[config.mk]
export PLATFORM = sky130hd
export DESIGN_NAME = ksiq_ring
export DESIGN_NICKNAME = d
export VERILOG_FILES = /design/src/ksiq_pkg.sv /design/src/ksiq_ring.sv
export SDC_FILE = /design/constraint.sdc
export NUM_CORES = 2
export LEC_CHECK = 0
export BUFFER_PORTS_ARGS = -buffer_cell sky130_fd_sc_hd__buf_2
export CAP_MARGIN = 20
export CORE_MARGIN = 3
export CORE_UTILIZATION = 45
export DETAILED_ROUTE_END_ITERATION = 8
export PLACE_DENSITY = 0.63
export SYNTH_ARGS = -nofsm -noshare
export SYNTH_HDL_FRONTEND = slang
export SYNTH_SLANG_ARGS = --single-unit
[constraint.sdc]
create_clock -name clk -period 6.7 [get_ports clk]
set_input_delay 0 -clock clk [delete_from_list [all_inputs] [get_ports clk]]
set_output_delay 0 -clock clk [all_outputs]
set_load 0.03 [all_outputs]
[src/ksiq_pkg.sv]
// shared types, codes and key map for the keyboard and serial input queues
package ksiq_pkg;

	// request codes
	localparam logic [1:0] REQ_KEY        = 2'd0;
	localparam logic [1:0] REQ_SERIAL     = 2'd1;
	localparam logic [1:0] REQ_READ_CHARS = 2'd2;
	localparam logic [1:0] REQ_READ_EVENT = 2'd3;

	// result kinds
	localparam logic [2:0] KIND_ACCEPTED = 3'd0;
	localparam logic [2:0] KIND_CHAR     = 3'd1;
	localparam logic [2:0] KIND_EVENT    = 3'd2;
	localparam logic [2:0] KIND_EMPTY    = 3'd3;
	localparam logic [2:0] KIND_INTR     = 3'd4;

	// special characters
	localparam logic [7:0] CHAR_INTR = 8'h03;
	localparam logic [7:0] CHAR_CR   = 8'h0d;
	localparam logic [7:0] CHAR_LF   = 8'h0a;

	// event entry: {pressed, code, ascii}
	localparam int EVENT_W = 16;

	typedef struct packed {
		logic [1:0] req_type;
		logic [7:0] data_byte;
		logic [6:0] read_count;
	} req_t;

	typedef struct packed {
		logic [2:0] result_kind;
		logic [7:0] char_value;
		logic       key_pressed;
		logic [6:0] key_code;
		logic [7:0] key_ascii;
		logic       dropped;
		logic       last;
	} rsp_t;

	// queue control from the sequencer
	typedef struct packed {
		logic push;
		logic pop;
	} ring_ctl_t;

	// queue status back to the sequencer
	typedef struct packed {
		logic empty;
		logic full;
		logic last_one;
	} ring_sts_t;

	// set 1 us layout, unshifted
	function automatic logic [7:0] key_map(input logic [6:0] code);
		logic [7:0] c;
		case (code)
			7'd1:  c = 8'h1b;
			7'd2:  c = 8'h31;
			7'd3:  c = 8'h32;
			7'd4:  c = 8'h33;
			7'd5:  c = 8'h34;
			7'd6:  c = 8'h35;
			7'd7:  c = 8'h36;
			7'd8:  c = 8'h37;
			7'd9:  c = 8'h38;
			7'd10: c = 8'h39;
			7'd11: c = 8'h30;
			7'd12: c = 8'h2d;
			7'd13: c = 8'h3d;
			7'd14: c = 8'h08;
			7'd15: c = 8'h09;
			7'd16: c = 8'h71;
			7'd17: c = 8'h77;
			7'd18: c = 8'h65;
			7'd19: c = 8'h72;
			7'd20: c = 8'h74;
			7'd21: c = 8'h79;
			7'd22: c = 8'h75;
			7'd23: c = 8'h69;
			7'd24: c = 8'h6f;
			7'd25: c = 8'h70;
			7'd26: c = 8'h5b;
			7'd27: c = 8'h5d;
			7'd28: c = 8'h0a;
			7'd30: c = 8'h61;
			7'd31: c = 8'h73;
			7'd32: c = 8'h64;
			7'd33: c = 8'h66;
			7'd34: c = 8'h67;
			7'd35: c = 8'h68;
			7'd36: c = 8'h6a;
			7'd37: c = 8'h6b;
			7'd38: c = 8'h6c;
			7'd39: c = 8'h3b;
			7'd40: c = 8'h27;
			7'd41: c = 8'h60;
			7'd43: c = 8'h5c;
			7'd44: c = 8'h7a;
			7'd45: c = 8'h78;
			7'd46: c = 8'h63;
			7'd47: c = 8'h76;
			7'd48: c = 8'h62;
			7'd49: c = 8'h6e;
			7'd50: c = 8'h6d;
			7'd51: c = 8'h2c;
			7'd52: c = 8'h2e;
			7'd53: c = 8'h2f;
			7'd55: c = 8'h2a;
			7'd57: c = 8'h20;
			default: c = 8'h00;
		endcase
		return c;
	endfunction

endpackage

[src/ksiq_ring.sv]
// ring queue with one write port and one registered read port
module ksiq_ring #(
	parameter int DEPTH = 256,
	parameter int WIDTH = 8
) (
	input  logic                clk,
	input  logic                arst_n,
	input  ksiq_pkg::ring_ctl_t ctl,
	input  logic [WIDTH-1:0]    wdata,
	output ksiq_pkg::ring_sts_t sts,
	output logic [WIDTH-1:0]    rdata
);

	localparam int PW = $clog2(DEPTH);

	logic [WIDTH-1:0] mem [DEPTH];
	logic [PW-1:0]    wptr_q;
	logic [PW-1:0]    rptr_q;
	logic [WIDTH-1:0] rdata_q;
	logic [PW-1:0]    wptr_nxt;
	logic [PW-1:0]    rptr_nxt;
	logic             push_ok;
	logic             pop_ok;

	// pointers wrap at the queue depth, which need not be a power of two
	assign wptr_nxt = (wptr_q == PW'(DEPTH - 1)) ? '0 : wptr_q + 1'b1;
	assign rptr_nxt = (rptr_q == PW'(DEPTH - 1)) ? '0 : rptr_q + 1'b1;

	assign sts.empty    = (wptr_q == rptr_q);
	assign sts.full     = (wptr_nxt == rptr_q);
	assign sts.last_one = (rptr_nxt == wptr_q);

	assign push_ok = ctl.push && !sts.full;
	assign pop_ok  = ctl.pop && !sts.empty;

	always_ff @(posedge clk or negedge arst_n) begin
		if (!arst_n) begin
			wptr_q <= '0;
			rptr_q <= '0;
		end else begin
			if (push_ok)
				wptr_q <= wptr_nxt;
			if (pop_ok)
				rptr_q <= rptr_nxt;
		end
	end

	always_ff @(posedge clk) begin
		if (push_ok)
			mem[wptr_q] <= wdata;
	end

	always_ff @(posedge clk) begin
		if (pop_ok)
			rdata_q <= mem[rptr_q];
	end

	assign rdata = rdata_q;

endmodule

==> flow_summary.rst <==
.. list-table::
   :header-rows: 1

   * - Metric
     - Value
   * - Worst-path cell chain
     - buf_12, and2_2, nand3_1, xnor2_1, a22oi_1, o22a_1, nor4_1, buf_2
   * - Num ports
     - 23
   * - Post-DRT Antenna Nets
     - 0
   * - GR Util All Layers
     - 0.244
   * - Max Cap Violations
     - 0
   * - Critical path required time
     - 6.70 ns
   * - Clock Pin Slew Worst Setup and Hold Paths
     - 0.07 ns
   * - Reg-to-reg critical path startpoint
     - rptr_q[3]
   * - Synthesized netlist cell count
     - 3920
   * - Element type at the critical path start
     - flop
   * - Buffer count from post-CTS setup fixing
     - 0
   * - Fraction of the cycle the final worst path needs
     - 0.739
   * - Sequential cell area
     - 62200 um^2
   * - Arrival time of data at the critical path endpoint
     - 4.95 ns
   * - Number of buffers added by the clock tree synthesis step
     - 201
   * - Maximum number of pins on one net before global-route repair
     - 148
   * - Die Y
     - 432 um
   * - Unique cell type count in the Yosys netlist
     - 72
   * - First-iteration detailed-routing DRC count
     - 5986
   * - Layout Nets
     - 4207
   * - Via count
     - 42627
   * - Routed length per placed instance
     - 33.8 um
   * - Area of combinational cells with multiple inputs
     - 18000 um^2
   * - Setup slack, reg-to-reg
     - 1.99 ns
   * - Post-layout utilization of the core
     - 0.515
   * - Synthesized area
     - 81600 um^2
   * - Final setup skew
     - 0.0315 ns
   * - Portion of the post-synthesis area used by sequential elements
     - 0.762
   * - Final Non-Filler Cells
     - 6722
   * - Share of synthesized registers carrying an async set or reset
     - 0.00772
   * - Reg-to-Reg End
     - rdata[3]
   * - Crit-path slowest cell
     - and2_2
   * - Launch point of the worst hold path
     - wdata[7]
   * - Area growth from synthesis to layout
     - 13.2%
   * - Avg Inst Size Synth
     - 20.8 um^2
   * - Slew Limit Headroom
     - 0.161
   * - R2r worst-path depth
     - 8
   * - Number of cells on the worst hold path
     - 2
   * - Count of standard-cell rows
     - 155
   * - Max stage delay on crit path
     - 0.92 ns
   * - Peak supply drop
     - 0.280 mV
   * - Lkg Pwr
     - 28.9 nW
   * - Clock buffer depth
     - 3
   * - Initial Utilization
     - 0.455
   * - Root buffer cell
     - clkbuf_16
   * - Post-synth EDFFs
     - 2056
   * - Hold Crit Endpoint
     - mem[102][7]
   * - Maximum fanout along the worst path
     - 67
   * - Total number of yosys warnings
     - 0
   * - Detailed Route WL
     - 228000 um
   * - Setup slack of the critical path after layout
     - 1.75 ns
   * - Area leader, netlist
     - edfxtp_1
   * - Die extent in x
     - 432 um
   * - Shortest clock period the worst path allows after layout
     - 4.95 ns
   * - Final Max Tran Viols
     - 0
   * - CTS sink count
     - 2072
   * - Hold/Removal Path Class
     - in -> reg
   * - Final number of hold-violating endpoints
     - 0
   * - First-pass GRT wire length
     - 323000 um
   * - Unrepaired setup endpoints after global routing
     - false
   * - Count of buffers inserted at the top-level ports
     - 22
   * - Overall die area
     - 186000 um^2
   * - CTS tree
     - done
   * - Fraction of final layout cells with drive strength greater than 1
     - 0.265
   * - Vias in the first global route
     - 41774
   * - Drc violations
     - 0
   * - Maximum operating frequency
     - 202 MHz
   * - Leading post-synthesis cells by cell area
     - edfxtp_1 (76%), mux4_2 (13%), nor3_1 (1.7%), mux2i_1 (1.4%), buf_2 (0.63%)
   * - Worst-skew pair later-pin latency
     - 0.85 ns
   * - Path type of the worst setup path
     - reg -> out
   * - DR vias/cell
     - 6.34
   * - Antenna violations before repair
     - 14
   * - Setup TNS
     - 0 ns
   * - Core area
     - 179000 um^2
   * - Actual slew at the worst max-slew pin
     - 1.25 ns
   * - Run status
     - finished clean
   * - Length of the first detailed-routing pass in iterations
     - 7
   * - Power Density
     - 384 nW/um^2
   * - Portion of synthesized cell area occupied by the leading cell type
     - 0.757
   * - Weighted congestion reported at the end of routability-driven placement
     - 0.884
   * - Post-cts repair resize count
     - 0
   * - Nets in the synthesized netlist
     - 3937
   * - Top post-synthesis cells by count
     - edfxtp_1 (2056), mux4_2 (483), nor3_1 (278)
   * - HPWL reported at the end of detailed placement
     - 134000 um
   * - Filler instances
     - 14031
   * - Number of H-tree levels
     - 4
   * - Final number of setup-violating endpoints
     - 0
   * - #FFs+latches synth
     - 2072
   * - Commonest register cell after synthesis
     - edfxtp_1
   * - Most numerous cell in the Yosys netlist
     - edfxtp_1
   * - Worst setup timing slack at the placement stage
     - 2.34 ns
   * - Capturing element type of the critical path
     - output port
   * - Residual overflow from global routing
     - 0
   * - Placed Instances
     - 6201
==> layer usage <==
layer	vias up	global-route usage	part of all wire
met1	22470	0.346	0.39
met5	-	0	0.00016
met3	481	0.0564	0.10
met2	2560	0.367	0.46
li1	17110	-	-
met4	6	0.103	0.045
==> flip-flops by register name (all words and copies together) (netlist names) <==
| signal | count |
|---|---|
| mem | 2048 |
| rdata | 8 |
| rptr_q | 8 |
| wptr_q | 8 |
==> cell type report <==
type	count	area share
Sequential cell	2072	0.674
Multi-Input combinational cell	1564	0.195
Clock buffer	238	0.0562
Tap cell	2355	0.0319
Timing Repair Buffer	337	0.0277
Clock inverter	134	0.0150
Inverter	14	0.000597
Antenna cell	8	0.000217
==> cells by family (layout without fill, tap and decap cells) <==
family	after synthesis	in the layout	share of synthesized area
other cells	0	8	0
fa+ha+maj	5	5	0.000767
buf+inv	284	723	0.0192
simple gates	567	567	0.0345
mux	622	622	0.151
xor+xnor	23	23	0.00264
compound gates	347	347	0.0302
flops	2072	2072	0.762
==> where the power goes <==
group | internal (mW) | total (mW) | switching [mW]
clock network | 6.47 | 11.3 | 4.85
logic | 3.11 | 9.17 | 6.07
registers | 14.5 | 14.9 | 0.441
==> layout by cell type, fill, tap and decap left out, types with 13 or more instances in the layout <==
master and instances:
bufinv_16 24, nor3_1 278, nor2b_1 18, o21ai_0 26, nor2_1 40, clkinv_2 35
a221oi_1 17, nand3_1 35, mux4_2 483, clkbuf_16 202, clkinv_1 50, and3_1 16
clkbuf_4 48, mux2_2 21, edfxtp_1 2056, clkbuf_1 36, buf_2 95, a22oi_1 63
nor4_1 13, a21oi_1 56, o221ai_1 21, o22ai_1 50, mux2i_1 117, nand2_1 94
a211oi_1 22, buf_12 17, buf_4 145
==> worst max-delay path: cells and delay by family, from the launching register on <==
family          cells  cell delay [ns]
xor+xnor            1             0.25
compound gates      2             0.35
buf+inv             2             0.78
simple gates        3             2.05
flops               1             0.58
==> metrics by stage <==
stage / power, mW / cell area, um^2 / hold slack (ns)
after floorplan: 20.2 / 81600 / -0.296
after global placement: 24.2 / 84600 / -0.0356
after detailed placement: 24.2 / 84800 / -0.0272
after CTS: 35.4 / 91500 / 0.185
after global routing: 36.4 / 92300 / 0.228
final: 35.4 / 92300 / 0.221
==> repair_timing <==
action,CTS,global route
hold buffers,12,0
hold endpoints to repair,609,0
setup endpoints to repair,0,0
==> worst max path at each step <==
stage	startpoint	endpoint	slack, ns	cells past startpoint
detailed placement	rptr_q[0]	rdata[0]	2.34	7
global route	rptr_q[0]	sts[0]	1.60	8
floorplan	wptr_q[0]	mem[100][0]	3.62	11
CTS	rptr_q[0]	sts[0]	1.64	8
finish	rptr_q[3]	sts[0]	1.75	8
global placement	rptr_q[0]	rdata[7]	2.11	6
No activity file was read; power rests on OpenSTA's default activity.
